### src/rtl/lmsf_pkg.sv
// Shared types and constants for the LED matrix shadow frame writer.
// Holds command codes, driver register addresses and the word types passed
// between the front end, the frame sequencer and the queues. No dependencies.
package lmsf_pkg;

  // Command codes as they arrive on the input channel.
  localparam logic [2:0] REQ_INIT       = 3'd0;
  localparam logic [2:0] REQ_CLEAR      = 3'd1;
  localparam logic [2:0] REQ_SET_PIXEL  = 3'd2;
  localparam logic [2:0] REQ_CLR_PIXEL  = 3'd3;
  localparam logic [2:0] REQ_SET_COLUMN = 3'd4;
  localparam logic [2:0] REQ_SET_LINE   = 3'd5;
  localparam logic [2:0] REQ_INTENSITY  = 3'd6;
  localparam logic [2:0] REQ_IMAGE      = 3'd7;

  // Work classes that the sequencer knows about.
  localparam logic [1:0] OP_INIT   = 2'd0;
  localparam logic [1:0] OP_CLEAR  = 2'd1;
  localparam logic [1:0] OP_PIXELS = 2'd2;
  localparam logic [1:0] OP_LEVEL  = 2'd3;

  // Driver register addresses and the set-up data bytes.
  localparam logic [3:0] REG_DECODE     = 4'h9;
  localparam logic [3:0] REG_INTENSITY  = 4'hA;
  localparam logic [3:0] REG_SCAN_LIMIT = 4'hB;
  localparam logic [3:0] REG_SHUTDOWN   = 4'hC;
  localparam logic [7:0] DATA_NORMAL_OP = 8'h01;
  localparam logic [7:0] DATA_SCAN_ALL  = 8'h07;
  localparam logic [7:0] DATA_NO_DECODE = 8'h00;

  // Brightness scaling: floor(p*5/83) equals (p*5*790) >> 16 for p below 256.
  localparam int unsigned LEVEL_RECIP = 790;
  localparam int unsigned LEVEL_SHIFT = 16;

  // Classified command word held between the front end and the sequencer.
  typedef struct packed {
    logic [1:0]  op;
    logic [63:0] sel;    // pixels touched, bit line*8+column
    logic [63:0] want;   // wanted pixel values, same layout
    logic [3:0]  level;  // scaled brightness for the intensity command
  } cmd_t;

  // One driver frame word.
  typedef struct packed {
    logic [3:0] frame_register;
    logic [7:0] frame_data;
    logic       last;
  } frame_t;

endpackage

### src/rtl/led_matrix_shadow_frame_writer_unit.sv
// Intensity gives one frame word, clear eight blank column words, and init three set-up
// words before the eight blank ones; the sequencer takes a new command only when idle.
// Pixel, column, line and image commands walk the pixels one a cycle up to the last
// changed one, giving a frame word only for a changed pixel; a full frame queue holds
// the walk at a changed pixel.
// Reset clears both queues, the sequencer and the shadow.
module led_matrix_shadow_frame_writer_unit
  import lmsf_pkg::*;
#(
  parameter int unsigned CMD_DEPTH = 2,
  parameter int unsigned OUT_DEPTH = 2
) (
  input  logic        clk,
  input  logic        rst_n,
  input  logic        in_push,
  output logic        in_full,
  input  logic [2:0]  in_req_type,
  input  logic [2:0]  in_line,
  input  logic [2:0]  in_column,
  input  logic [7:0]  in_percentage,
  input  logic [63:0] in_image,
  output logic        out_empty,
  input  logic        out_pop,
  output logic [3:0]  out_frame_register,
  output logic [7:0]  out_frame_data,
  output logic        out_last
);

  cmd_t   cmd;
  logic   cmd_valid;
  logic   cmd_pop;
  frame_t frame;
  logic   frame_push;
  logic   frame_full;
  frame_t out_word;

  // Command classification and queue.
  lmsf_front #(
    .DEPTH (CMD_DEPTH)
  ) u_front (
    .clk        (clk),
    .rst_n      (rst_n),
    .push       (in_push),
    .full       (in_full),
    .req_type   (in_req_type),
    .line       (in_line),
    .column     (in_column),
    .percentage (in_percentage),
    .image      (in_image),
    .cmd        (cmd),
    .cmd_valid  (cmd_valid),
    .cmd_pop    (cmd_pop)
  );

  // Frame sequencer with the shadow.
  lmsf_back u_back (
    .clk        (clk),
    .rst_n      (rst_n),
    .cmd        (cmd),
    .cmd_valid  (cmd_valid),
    .cmd_pop    (cmd_pop),
    .frame      (frame),
    .frame_push (frame_push),
    .frame_full (frame_full)
  );

  // Output frame queue.
  lmsf_fifo #(
    .WIDTH ($bits(frame_t)),
    .DEPTH (OUT_DEPTH)
  ) u_out_q (
    .clk   (clk),
    .rst_n (rst_n),
    .push  (frame_push),
    .wdata (frame),
    .full  (frame_full),
    .pop   (out_pop),
    .rdata (out_word),
    .empty (out_empty)
  );

  assign out_frame_register = out_word.frame_register;
  assign out_frame_data     = out_word.frame_data;
  assign out_last           = out_word.last;

endmodule

### src/rtl/lmsf_fifo.sv
// Small first-in first-out queue of flat words, registers with a direct read.
// Used for the command queue and the frame queue. No package dependency.
module lmsf_fifo #(
  parameter int unsigned WIDTH = 8,
  parameter int unsigned DEPTH = 2
) (
  input  logic             clk,
  input  logic             rst_n,
  input  logic             push,
  input  logic [WIDTH-1:0] wdata,
  output logic             full,
  input  logic             pop,
  output logic [WIDTH-1:0] rdata,
  output logic             empty
);

  localparam int unsigned PW = (DEPTH > 1) ? $clog2(DEPTH) : 1;
  localparam int unsigned CW = $clog2(DEPTH + 1);

  logic [WIDTH-1:0] mem_r [DEPTH];
  logic [PW-1:0]    wr_ptr_r, wr_ptr_nxt;
  logic [PW-1:0]    rd_ptr_r, rd_ptr_nxt;
  logic [CW-1:0]    count_r, count_nxt;
  logic             do_push, do_pop;

  assign full    = (count_r == CW'(DEPTH));
  assign empty   = (count_r == '0);
  assign do_push = push && !full;
  assign do_pop  = pop && !empty;
  assign rdata   = mem_r[rd_ptr_r];

  // Pointer and fill count update, wrapping at the queue depth.
  always_comb begin
    wr_ptr_nxt = wr_ptr_r;
    rd_ptr_nxt = rd_ptr_r;
    count_nxt  = count_r;
    if (do_push) begin
      wr_ptr_nxt = (wr_ptr_r == PW'(DEPTH - 1)) ? '0 : PW'(wr_ptr_r + 1'b1);
    end
    if (do_pop) begin
      rd_ptr_nxt = (rd_ptr_r == PW'(DEPTH - 1)) ? '0 : PW'(rd_ptr_r + 1'b1);
    end
    if (do_push && !do_pop) begin
      count_nxt = CW'(count_r + 1'b1);
    end else if (!do_push && do_pop) begin
      count_nxt = CW'(count_r - 1'b1);
    end
  end

  always_ff @(posedge clk) begin
    if (!rst_n) begin
      wr_ptr_r <= '0;
      rd_ptr_r <= '0;
      count_r  <= '0;
    end else begin
      wr_ptr_r <= wr_ptr_nxt;
      rd_ptr_r <= rd_ptr_nxt;
      count_r  <= count_nxt;
    end
  end

  // Storage carries no reset.
  always_ff @(posedge clk) begin
    if (do_push) begin
      mem_r[wr_ptr_r] <= wdata;
    end
  end

endmodule

### src/rtl/lmsf_front.sv
// Front end: classifies each command into pixel masks or a fixed sequence
// and queues the result. Depends on lmsf_pkg and lmsf_fifo.
module lmsf_front
  import lmsf_pkg::*;
#(
  parameter int unsigned DEPTH = 2
) (
  input  logic        clk,
  input  logic        rst_n,
  input  logic        push,
  output logic        full,
  input  logic [2:0]  req_type,
  input  logic [2:0]  line,
  input  logic [2:0]  column,
  input  logic [7:0]  percentage,
  input  logic [63:0] image,
  output cmd_t        cmd,
  output logic        cmd_valid,
  input  logic        cmd_pop
);

  cmd_t        cls;
  logic        q_empty;
  logic [10:0] pct5;
  logic [19:0] scaled;

  // Brightness scaling by a reciprocal multiply.
  assign pct5   = 11'(percentage) * 11'd5;
  assign scaled = 20'(pct5) * 20'(LEVEL_RECIP);

  // Turn the command into a class plus the set of pixels it touches.
  always_comb begin
    cls       = '0;
    cls.level = scaled[LEVEL_SHIFT +: 4];
    unique case (req_type)
      REQ_INIT: begin
        cls.op = OP_INIT;
      end
      REQ_CLEAR: begin
        cls.op = OP_CLEAR;
      end
      REQ_SET_PIXEL, REQ_CLR_PIXEL: begin
        cls.op                 = OP_PIXELS;
        cls.sel[{line, column}] = 1'b1;
        cls.want               = {64{req_type == REQ_SET_PIXEL}};
      end
      REQ_SET_COLUMN: begin
        cls.op   = OP_PIXELS;
        cls.want = '1;
        for (int i = 0; i < 8; i++) begin
          cls.sel[{3'(i), column}] = 1'b1;
        end
      end
      REQ_SET_LINE: begin
        cls.op   = OP_PIXELS;
        cls.want = '1;
        for (int j = 0; j < 8; j++) begin
          cls.sel[{line, 3'(j)}] = 1'b1;
        end
      end
      REQ_INTENSITY: begin
        cls.op = OP_LEVEL;
      end
      REQ_IMAGE: begin
        cls.op   = OP_PIXELS;
        cls.sel  = '1;
        cls.want = image;
      end
    endcase
  end

  // Command queue towards the sequencer.
  lmsf_fifo #(
    .WIDTH ($bits(cmd_t)),
    .DEPTH (DEPTH)
  ) u_cmd_q (
    .clk   (clk),
    .rst_n (rst_n),
    .push  (push),
    .wdata (cls),
    .full  (full),
    .pop   (cmd_pop),
    .rdata (cmd),
    .empty (q_empty)
  );

  assign cmd_valid = !q_empty;

endmodule

### src/rtl/lmsf_back.sv
// Back end: frame sequencer owning the 8x8 shadow; emits at most one frame
// per cycle into the frame queue unless it is full. Depends on lmsf_pkg.
module lmsf_back
  import lmsf_pkg::*;
(
  input  logic   clk,
  input  logic   rst_n,
  input  cmd_t   cmd,
  input  logic   cmd_valid,
  output logic   cmd_pop,
  output frame_t frame,
  output logic   frame_push,
  input  logic   frame_full
);

  localparam logic [1:0] ST_IDLE  = 2'd0;
  localparam logic [1:0] ST_SETUP = 2'd1;
  localparam logic [1:0] ST_BLANK = 2'd2;
  localparam logic [1:0] ST_WALK  = 2'd3;

  logic [1:0]  state_r, state_nxt;
  logic [2:0]  cnt_r, cnt_nxt;
  logic [5:0]  idx_r, idx_nxt;
  logic [63:0] mask_r, mask_nxt;
  logic [63:0] want_r, want_nxt;
  logic [7:0]  shadow_r [8];
  logic [7:0]  shadow_nxt [8];
  logic [63:0] sh_flat;
  logic [63:0] rest;
  logic [7:0]  new_byte;
  logic [2:0]  wcol;
  logic [2:0]  wline;

  // Shadow viewed in the command layout, bit line*8+column.
  always_comb begin
    for (int i = 0; i < 8; i++) begin
      for (int j = 0; j < 8; j++) begin
        sh_flat[i*8 + j] = shadow_r[j][i];
      end
    end
  end

  // Pixel under the walk pointer and its updated column byte.
  assign wcol  = idx_r[2:0];
  assign wline = idx_r[5:3];
  assign rest  = mask_r & ~(64'd1 << idx_r);
  always_comb begin
    new_byte        = shadow_r[wcol];
    new_byte[wline] = want_r[idx_r];
  end

  // Sequencer.
  always_comb begin
    state_nxt  = state_r;
    cnt_nxt    = cnt_r;
    idx_nxt    = idx_r;
    mask_nxt   = mask_r;
    want_nxt   = want_r;
    shadow_nxt = shadow_r;
    cmd_pop    = 1'b0;
    frame_push = 1'b0;
    frame      = '0;
    unique case (state_r)
      ST_IDLE: begin
        if (cmd_valid) begin
          unique case (cmd.op)
            OP_INIT: begin
              cmd_pop   = 1'b1;
              cnt_nxt   = '0;
              state_nxt = ST_SETUP;
            end
            OP_CLEAR: begin
              cmd_pop   = 1'b1;
              cnt_nxt   = '0;
              state_nxt = ST_BLANK;
            end
            OP_PIXELS: begin
              cmd_pop   = 1'b1;
              idx_nxt   = '0;
              mask_nxt  = cmd.sel & (cmd.want ^ sh_flat);
              want_nxt  = cmd.want;
              state_nxt = ST_WALK;
            end
            OP_LEVEL: begin
              if (!frame_full) begin
                cmd_pop              = 1'b1;
                frame_push           = 1'b1;
                frame.frame_register = REG_INTENSITY;
                frame.frame_data     = {4'd0, cmd.level};
                frame.last           = 1'b1;
              end
            end
          endcase
        end
      end
      ST_SETUP: begin
        if (!frame_full) begin
          frame_push = 1'b1;
          priority if (cnt_r == 3'd0) begin
            frame.frame_register = REG_SHUTDOWN;
            frame.frame_data     = DATA_NORMAL_OP;
          end else if (cnt_r == 3'd1) begin
            frame.frame_register = REG_SCAN_LIMIT;
            frame.frame_data     = DATA_SCAN_ALL;
          end else begin
            frame.frame_register = REG_DECODE;
            frame.frame_data     = DATA_NO_DECODE;
          end
          if (cnt_r == 3'd2) begin
            cnt_nxt   = '0;
            state_nxt = ST_BLANK;
          end else begin
            cnt_nxt = 3'(cnt_r + 1'b1);
          end
        end
      end
      ST_BLANK: begin
        if (!frame_full) begin
          frame_push           = 1'b1;
          frame.frame_register = {1'b0, cnt_r} + 4'd1;
          frame.frame_data     = 8'd0;
          frame.last           = (cnt_r == 3'd7);
          shadow_nxt[cnt_r]    = 8'd0;
          cnt_nxt              = 3'(cnt_r + 1'b1);
          if (cnt_r == 3'd7) begin
            state_nxt = ST_IDLE;
          end
        end
      end
      ST_WALK: begin
        // One pixel a cycle, a full queue stalls; only changes make a frame.
        if (mask_r == '0) begin
          state_nxt = ST_IDLE;
        end else if (!mask_r[idx_r]) begin
          idx_nxt = 6'(idx_r + 1'b1);
        end else if (!frame_full) begin
          frame_push           = 1'b1;
          frame.frame_register = {1'b0, wcol} + 4'd1;
          frame.frame_data     = new_byte;
          frame.last           = (rest == '0);
          shadow_nxt[wcol]     = new_byte;
          mask_nxt             = rest;
          idx_nxt              = 6'(idx_r + 1'b1);
          if (rest == '0) begin
            state_nxt = ST_IDLE;
          end
        end
      end
    endcase
  end

  always_ff @(posedge clk) begin
    if (!rst_n) begin
      state_r <= ST_IDLE;
      cnt_r   <= '0;
      idx_r   <= '0;
      mask_r  <= '0;
      for (int c = 0; c < 8; c++) begin
        shadow_r[c] <= '0;
      end
    end else begin
      state_r  <= state_nxt;
      cnt_r    <= cnt_nxt;
      idx_r    <= idx_nxt;
      mask_r   <= mask_nxt;
      shadow_r <= shadow_nxt;
    end
  end

  // Wanted pixel values need no reset.
  always_ff @(posedge clk) begin
    want_r <= want_nxt;
  end

`ifndef ASSERT_OFF
  // A frame is never offered to a full queue.
  a_no_push_full: assert property (@(posedge clk) disable iff (!rst_n)
    frame_push |-> !frame_full)
    else $error("frame pushed into full queue");

  // Commands leave the queue only when the sequencer is idle.
  a_pop_idle: assert property (@(posedge clk) disable iff (!rst_n)
    cmd_pop |-> (state_r == ST_IDLE) && cmd_valid)
    else $error("command taken while busy");

  // The walk only emits for a pixel that still differs.
  a_walk_changed: assert property (@(posedge clk) disable iff (!rst_n)
    (frame_push && state_r == ST_WALK) |-> mask_r[idx_r])
    else $error("frame for unchanged pixel");

  // After the final blank frame the whole shadow is dark.
  a_blank_clears: assert property (@(posedge clk) disable iff (!rst_n)
    (frame_push && state_r == ST_BLANK && frame.last) |=> (sh_flat == '0))
    else $error("shadow not cleared after blanking");
`endif

endmodule
### config.mk
export PLATFORM = sky130hd
export DESIGN_NAME = led_matrix_shadow_frame_writer_unit
export DESIGN_NICKNAME = d
export VERILOG_FILES = /design/src/rtl/lmsf_pkg.sv /design/src/rtl/led_matrix_shadow_frame_writer_unit.sv /design/src/rtl/lmsf_fifo.sv /design/src/rtl/lmsf_front.sv /design/src/rtl/lmsf_back.sv
export SDC_FILE = /design/constraint.sdc
export NUM_CORES = 1
export LEC_CHECK = 0
export ABC_CLOCK_PERIOD_IN_PS = 8050
export BUFFER_PORTS_ARGS = -buffer_cell sky130_fd_sc_hd__buf_4
export CAP_MARGIN = 25
export CORE_MARGIN = 3
export CORE_UTILIZATION = 35
export DETAILED_ROUTE_END_ITERATION = 16
export PLACE_DENSITY = 0.61
export SYNTH_ARGS = -nofsm -noshare
export SYNTH_HDL_FRONTEND = slang
export SYNTH_HIERARCHICAL = 1
export SYNTH_SLANG_ARGS = --single-unit
export TNS_END_PERCENT = 1
### constraint.sdc
create_clock -name clk -period 8.05 [get_ports clk]
set_clock_uncertainty 0.2 [all_clocks]
set_input_delay 0.4025 -clock clk [delete_from_list [all_inputs] [get_ports clk]]
set_output_delay 0.4025 -clock clk [all_outputs]
set_load 0.005 [all_outputs]
# --- Word-level counts from Yosys, hierarchy flattened ---
# Memories as Yosys holds them, arrays and structs flattened. A register that Yosys moved wholly into a read port is not among the register bits.
# Index checks and enable logic that the tools add are counted.
word_totals:
  regBits: 211
  wordCells: 315
  inputBits: 85
  mem_bits_rw: 294
  out_inout_bits: 15
  memories: 2
op_classes:
  muxes: 122
  n_reduce_logical: 60
  multipliers: 2
  order_cmp: 41
  n_shift: 1
  n_bitwise: 23
  eq_ne: 33
  n_addsub: 12
mem_list:
  columns: ["name", "words", "word_bits", "rd", "rd_ports_with_merged_regs", "wr", "line", "rtl"]
  rows:
  - ["u_front.u_cmd_q.mem_r", 2, 134, 1, 1, 1, "lmsf_fifo.sv:20", "logic [WIDTH-1:0] mem_r [DEPTH];"]
  - ["u_out_q.mem_r", 2, 13, 1, 1, 1, "lmsf_fifo.sv:20", null]
ops:
  columns: ["cell", "n"]
  rows:
  - ["$mux W64", 9]
  - ["$pmux W128 S4", 1]
  - ["$pmux W64 S2", 2]
  - ["$and A64 B64 Y64", 3]
  - ["$logic_not A64 Y1", 2]
  - ["$not A64 Y64", 2]
  - ["$or A64 B64 Y64", 2]
  - ["$lt A6 B7 Y1 const B", 14]
  - ["$mux W13", 7]
  - ["$ge A6 B1 Y1 const B", 13]
  - ["$bwmux W64", 1]
  - ["$or A64 B24 Y64", 1]
  - ["$or A64 B32 Y64", 1]
  - ["$or A64 B40 Y64", 1]
  - ["$or A64 B48 Y64", 1]
  - ["$or A64 B56 Y64", 1]
  - ["$or A64 B59 Y64", 1]
  - ["$or A64 B60 Y64", 1]
  - ["$or A64 B61 Y64", 1]
  - ["$or A64 B62 Y64", 1]
  - ["$or A64 B63 Y64", 1]
  - ["$shl A1 B6 Y64 const A", 1]
  - ["$xor A64 B64 Y64", 1]
  - ["$or A57 B58 Y58", 1]
  - ["63 further kinds", 225]

# --- Logic depth before layout (Yosys ltp) ---
logic_depth:
  ltp_word: 12
  ltp_mapped: 22
  ltp_nobuf: 22

# --- By module ---
# The synthesis kept the hierarchy.
by_module_without_submodules:
  columns: ["mod", "instances", "cells_per_inst", "area_each_um2", "seq_area_each_um2"]
  rows:
  - ["lmsf_back", 1, 1207, 11688.7, 4704.5]
  - ["lmsf_fifo at u_front.u_cmd_q", 1, 442, 10141.0, 8147.8]
  - ["lmsf_front", 1, 474, 3385.7, 0.0]
  - ["lmsf_fifo at u_out_q", 1, 65, 1166.1, 880.8]

# --- Worst setup path after synthesis ---
# Ideal clock, no wire load.
synth_timing:
  path_type: "register -> register"
  startpoint: "register u_front.u_cmd_q.count_r[0]"
  endpoint: "memory u_front/u_cmd_q/mem_r[0][0] (netlist bit), enable pin"
  n_path_buf: 0
  period_less_slack_ns: 6.521
  arrival_time_ns: 5.717
  slack_ns: 1.529
  setup_time_ns: 0.605
  path_stages_with_launch: 4
  required_ns: 7.245
  path_cell_list: "dfxtp_1 nand2b_1 inv_1 nor3_2"
synth_via:
  elab_chain_cells: 5
synth_rtl:
  columns: ["item", "line", "rtl"]
  rows:
  - ["start, declared", "lmsf_fifo.sv:23", "logic [CW-1:0] count_r, count_nxt;"]
  - ["start signal, assigned", "lmsf_fifo.sv:58", "count_r <= count_nxt;"]
  - ["$eq A2 B2 Y1", "lmsf_fifo.sv:26", "assign full = (count_r == CW'(DEPTH));"]
  - ["via in_full", "led_matrix_shadow_frame_writer_unit.sv:16", "output logic in_full,"]
  - ["$logic_not A1 Y1", "lmsf_fifo.sv:28", "assign do_push = push && !full;"]
  - ["$logic_and A1 B1 Y1", "lmsf_fifo.sv:28", null]
  - ["$mux W1", "lmsf_fifo.sv:64", "if (do_push) begin"]
  - ["$mux W1 (implied by the code)", "lmsf_fifo.sv:65", "mem_r[wr_ptr_r] <= wdata;"]
  - ["end, declared", "lmsf_fifo.sv:20", null]
# The timed path passes the listed nets, and every way through them passes these cells.

==> metrics.csv <==
stage,metric,value,unit
outcome,status,finished clean,
pwr,Max rail drop VDD,0.166,mV
critical_path,Startpoint Class,input pin,
synthesis,yosys warns,6,
worst_hold_path,Hold Path Class,input pin to flip-flop,
global_route,first-pass GRT wire length,124,mm
clocking,H-tree Lvls,2,
sta,WHS,0.0468,ns
clocking,CTS Root Cell,clkbuf_16,
critical_path,Crit Path Max Fanout,5,
synthesis,post-synthesis sequential area ratio,0.521,
clocking,Max Root-Sink Buffers,3,
sta,fin crit period,5.02,ns
placed_design,gp weighted congestion,1.01,
sta,"Hold Violations, Final",0,
pwr,Clock Power Share,0.293,
pwr,P_leak,11.4,nW
synthesis,Synthesized Nets,2373,
placed_design,HPWL Detailed,60.9,mm
detailed_routing,drt drc,0,
sta,Setup Viol. Count Final,0,
floorplanning,die width,281,microns
job,Max-Cap Viols,0,
pwr,Psw,3.13,mW
clocking,Clock Latency Late Sink,0.64,ns
floorplanning,Top-Level Pins,100,
clocking,Post-CTS Resized,0,
synthesis,Cells after Synth,2188,
global_route,largest net degree at the start of global routing,136,
detailed_routing,mean routed wirelength per cell,25.4,microns
synthesis,Syn Area/Cell,12.1,sq um
synthesis,Cell variety after synth,96,
floorplanning,row cnt,100,
floorplanning,Die Y,281,microns
clocking,clock sink count,507,
pwr,pwr dens,304,nW/um^2
detailed_routing,Initial DRT Pass Iterations,7,
critical_path,crit path max-delay cell type,fa_1,
critical_path,Worst Path Required,8.22,ns
critical_path,Arrival @ worst endpoint,5.19,ns
sta,Worst Tran Pin Value,1.28,ns
floorplanning,Initial Util,0.354,
pwr,Int Pwr,6.17,mW
synthesis,Yosys top cell by area,edfxtp_1,
critical_path,crit end category,flip-flop,
pwr,Logic pwr share,0.330,
floorplanning,Core ar.,74600,sq um
critical_path,CP cell instances,buf_4 > ha_1 > ha_1 > inv_1 > fa_1 > nor2b_4 > o31a_1 > o21a_4 > nor2_8 > xnor2_4 > ha_1 > ha_1 > inv_1 > fa_1 > fa_1 > inv_1 > ha_1 > a21o_1 > a21o_1 > a21oi_1 > o21ai_1 > a21boi_0 > xnor2_1,
synthesis,"EDFF count, synth",358,
synthesis,post-synth top area share,0.407,
global_route,vias in the first global route,18842,
sta,setup tns final,0,ns
sta,Final Slew Violations,0,
synthesis,Synth async-reset ratio,0,
detailed_routing,Routed Antenna Nets,0,
sta,Slew HR,0.147,
clocking,TritonCTS Buffers,57,
synthesis,top_reg_cell synth,edfxtp_1,
detailed_routing,via count,19187,
pwr,Seq pwr share,0.377,
critical_path,Worst path max stage delay,0.52,ns
sta,Final Cycle Share,0.624,
placed_design,Port-buffer cells,99,
sta,fmax,0.199,GHz
synthesis,"flops & latches, synth",507,
synthesis,Synth Cell Area,26400,sq um
global_route,gr usage total,0.211,
clocking,CTS tree,yes,
sta,RSZ-0062 raised after global routing,false,
critical_path,CP dominant cell by count,ha_1,
finish,area delta synth->final,16.1,%
pwr,sw frac,0.337,
critical_path,worst setup path category,input pin to flip-flop,
global_route,Congestion Overflow GR,0,
clocking,"Reg clk slew, reported paths",0.06,ns
floorplanning,die footprint,78700,sq um
finish,# nets final,2502,
detailed_routing,DR vias/cell,5.75,
detailed_routing,DRT Wirelength,84.8,mm
detailed_routing,initial drt markers,1993,
finish,share of cells above drive strength 1,0.207,
synthesis,Area contributors post-synth,"edfxtp_1 (41%), dfxtp_1 (11%), mux2_2 (4.6%)",
global_route,initial antenna violation count,1,
==> power by group through the flow <==
stage	Combinational [mW]	Clock, mW	Sequential (mW)
2_1_floorplan	2.14	0	3.46
3_3_place_gp	3.01	0	3.54
3_5_place_dp	3.03	0	3.56
4_1_cts	3.07	2.77	3.51
5_1_grt	3.34	2.88	3.54
6_report	3.07	2.72	3.50
==> state kept, by name (all words and copies together), names as in the netlist, named ones only <==
register	cells
u_front/u_cmd_q/mem_r	268
u_back/mask_r	64
u_back/sh_flat	64
u_back/want_r	64
u_out_q/mem_r	26
u_back/idx_r	6
u_back/cnt_r	3
u_back/state_r	2
u_front/u_cmd_q/count_r	2
u_out_q/count_r	2
u_front/u_cmd_q/rd_ptr_r	1
u_front/u_cmd_q/wr_ptr_r	1
u_out_q/rd_ptr_r	1
u_out_q/wr_ptr_r	1
==> timing repair <==
item,4_1_cts,5_1_grt
hold buffers,65,0
setup buffers,0,0
endpoints found under the hold margin,129,0
==> Yosys cell counts, drive strengths merged (20+ instances only) <==
cell and instances:
clkbuf 62, xnor2 49, nand3 20, inv 84, edfxtp 358, a21oi 45
a31oi 22, xor2 35, o22ai 47, and3 28, buf 76, a32o 57
dfxtp 149, ha 82, mux2 169, o21ai 169, nor2 55, nand2 211
a22o 25, o21a 72, a221oi 21, a22oi 24, mux2i 53
==> layout make-up <==
type / count / area [sq um]
diodes: 1 / 2.50
clock buffers: 71 / 1530
clock inverters: 37 / 473
fillers: 6973 / 43900
inverters: 84 / 315
multi-input cells: 1459 / 11600
flip-flops and latches: 507 / 13700
well taps: 969 / 1210
repair buffers: 208 / 1750
==> path summary, 6_finish.rpt <==
path / from / to / slack [ns] / cells after the start
worst max-delay path: in_percentage[1] / u_front/u_cmd_q/mem_r[1][1] / 3.03 / 23
worst min-delay path: rst_n / u_out_q/wr_ptr_r / 0.05 / 2
worst max register to register: u_back/idx_r[0] / u_back/sh_flat[53] / 3.09 / 10
worst min register to register: u_back/mask_r[17] / u_back/mask_r[17] / 0.30 / 2
==> layout by cell type (no fill, tap or decap), drive strengths merged, types with 15 or more instances in the layout <==
| cell | synthesis | final |
|---|---|---|
| mux2i | 53 | 53 |
| o22ai | 47 | 47 |
| nor4 | 19 | 19 |
| a22oi | 24 | 24 |
| o221a | 15 | 15 |
| nor3 | 19 | 19 |
| and3 | 28 | 28 |
| a22o | 25 | 25 |
| nor2 | 55 | 55 |
| nand3b | 15 | 15 |
| a32o | 57 | 57 |
| a21o | 15 | 15 |
| mux2 | 169 | 169 |
| edfxtp | 358 | 358 |
| a31oi | 22 | 22 |
| a221oi | 21 | 21 |
| mux4 | 18 | 18 |
| xnor2 | 49 | 49 |
| ha | 82 | 82 |
| nand4 | 17 | 17 |
| xor2 | 35 | 35 |
| fa | 18 | 18 |
| nor2b | 15 | 15 |
| a21oi | 45 | 45 |
| dlygate4sd3 | 0 | 65 |
| dfxtp | 149 | 149 |
| nand2 | 211 | 211 |
| buf | 76 | 141 |
| o21ai | 169 | 169 |
| clkinv | 0 | 22 |
| o21a | 72 | 72 |
| clkbuf | 62 | 73 |
| nand3 | 20 | 20 |
| inv | 84 | 87 |
==> cell families after synthesis <==
family,synth area share
mux,0.116
fa+ha+maj,0.0525
simple gates,0.0865
flops,0.521
compound gates,0.154
xor+xnor,0.0292
buf+inv,0.0407
==> metrics by stage <==
stage           util  instances  power (mW)  setup slack [ns]  instance area [sq um]
5_1_grt        0.411       3335        9.75              2.68                  30600
4_1_cts        0.410       3328        9.35              3.06                  30600
3_5_place_dp   0.374       3155        6.59              2.43                  27900
2_1_floorplan      -       2188        5.60              1.53                  26400
6_report       0.411       3336        9.30              3.03                  30600
3_3_place_gp   0.374       3152        6.55              2.45                  27900
==> worst max-delay path: cells and delay by family <==
family,cells,cell delay (ns)
compound gates,7,1.22
xor+xnor,2,0.31
fa+ha+maj,8,2.78
buf+inv,4,0.31
simple gates,2,0.18
==> per-layer routing <==
| layer | vias up | share of wire | GRT usage |
|---|---|---|---|
| met5 | - | 0 | 0 |
| met4 | 0 | 0.054 | 0.108 |
| met3 | 163 | 0.080 | 0.0330 |
| met2 | 925 | 0.45 | 0.324 |
| met1 | 9552 | 0.42 | 0.288 |
| li1 | 8547 | - | - |
Power figures use the tool's default switching activity.
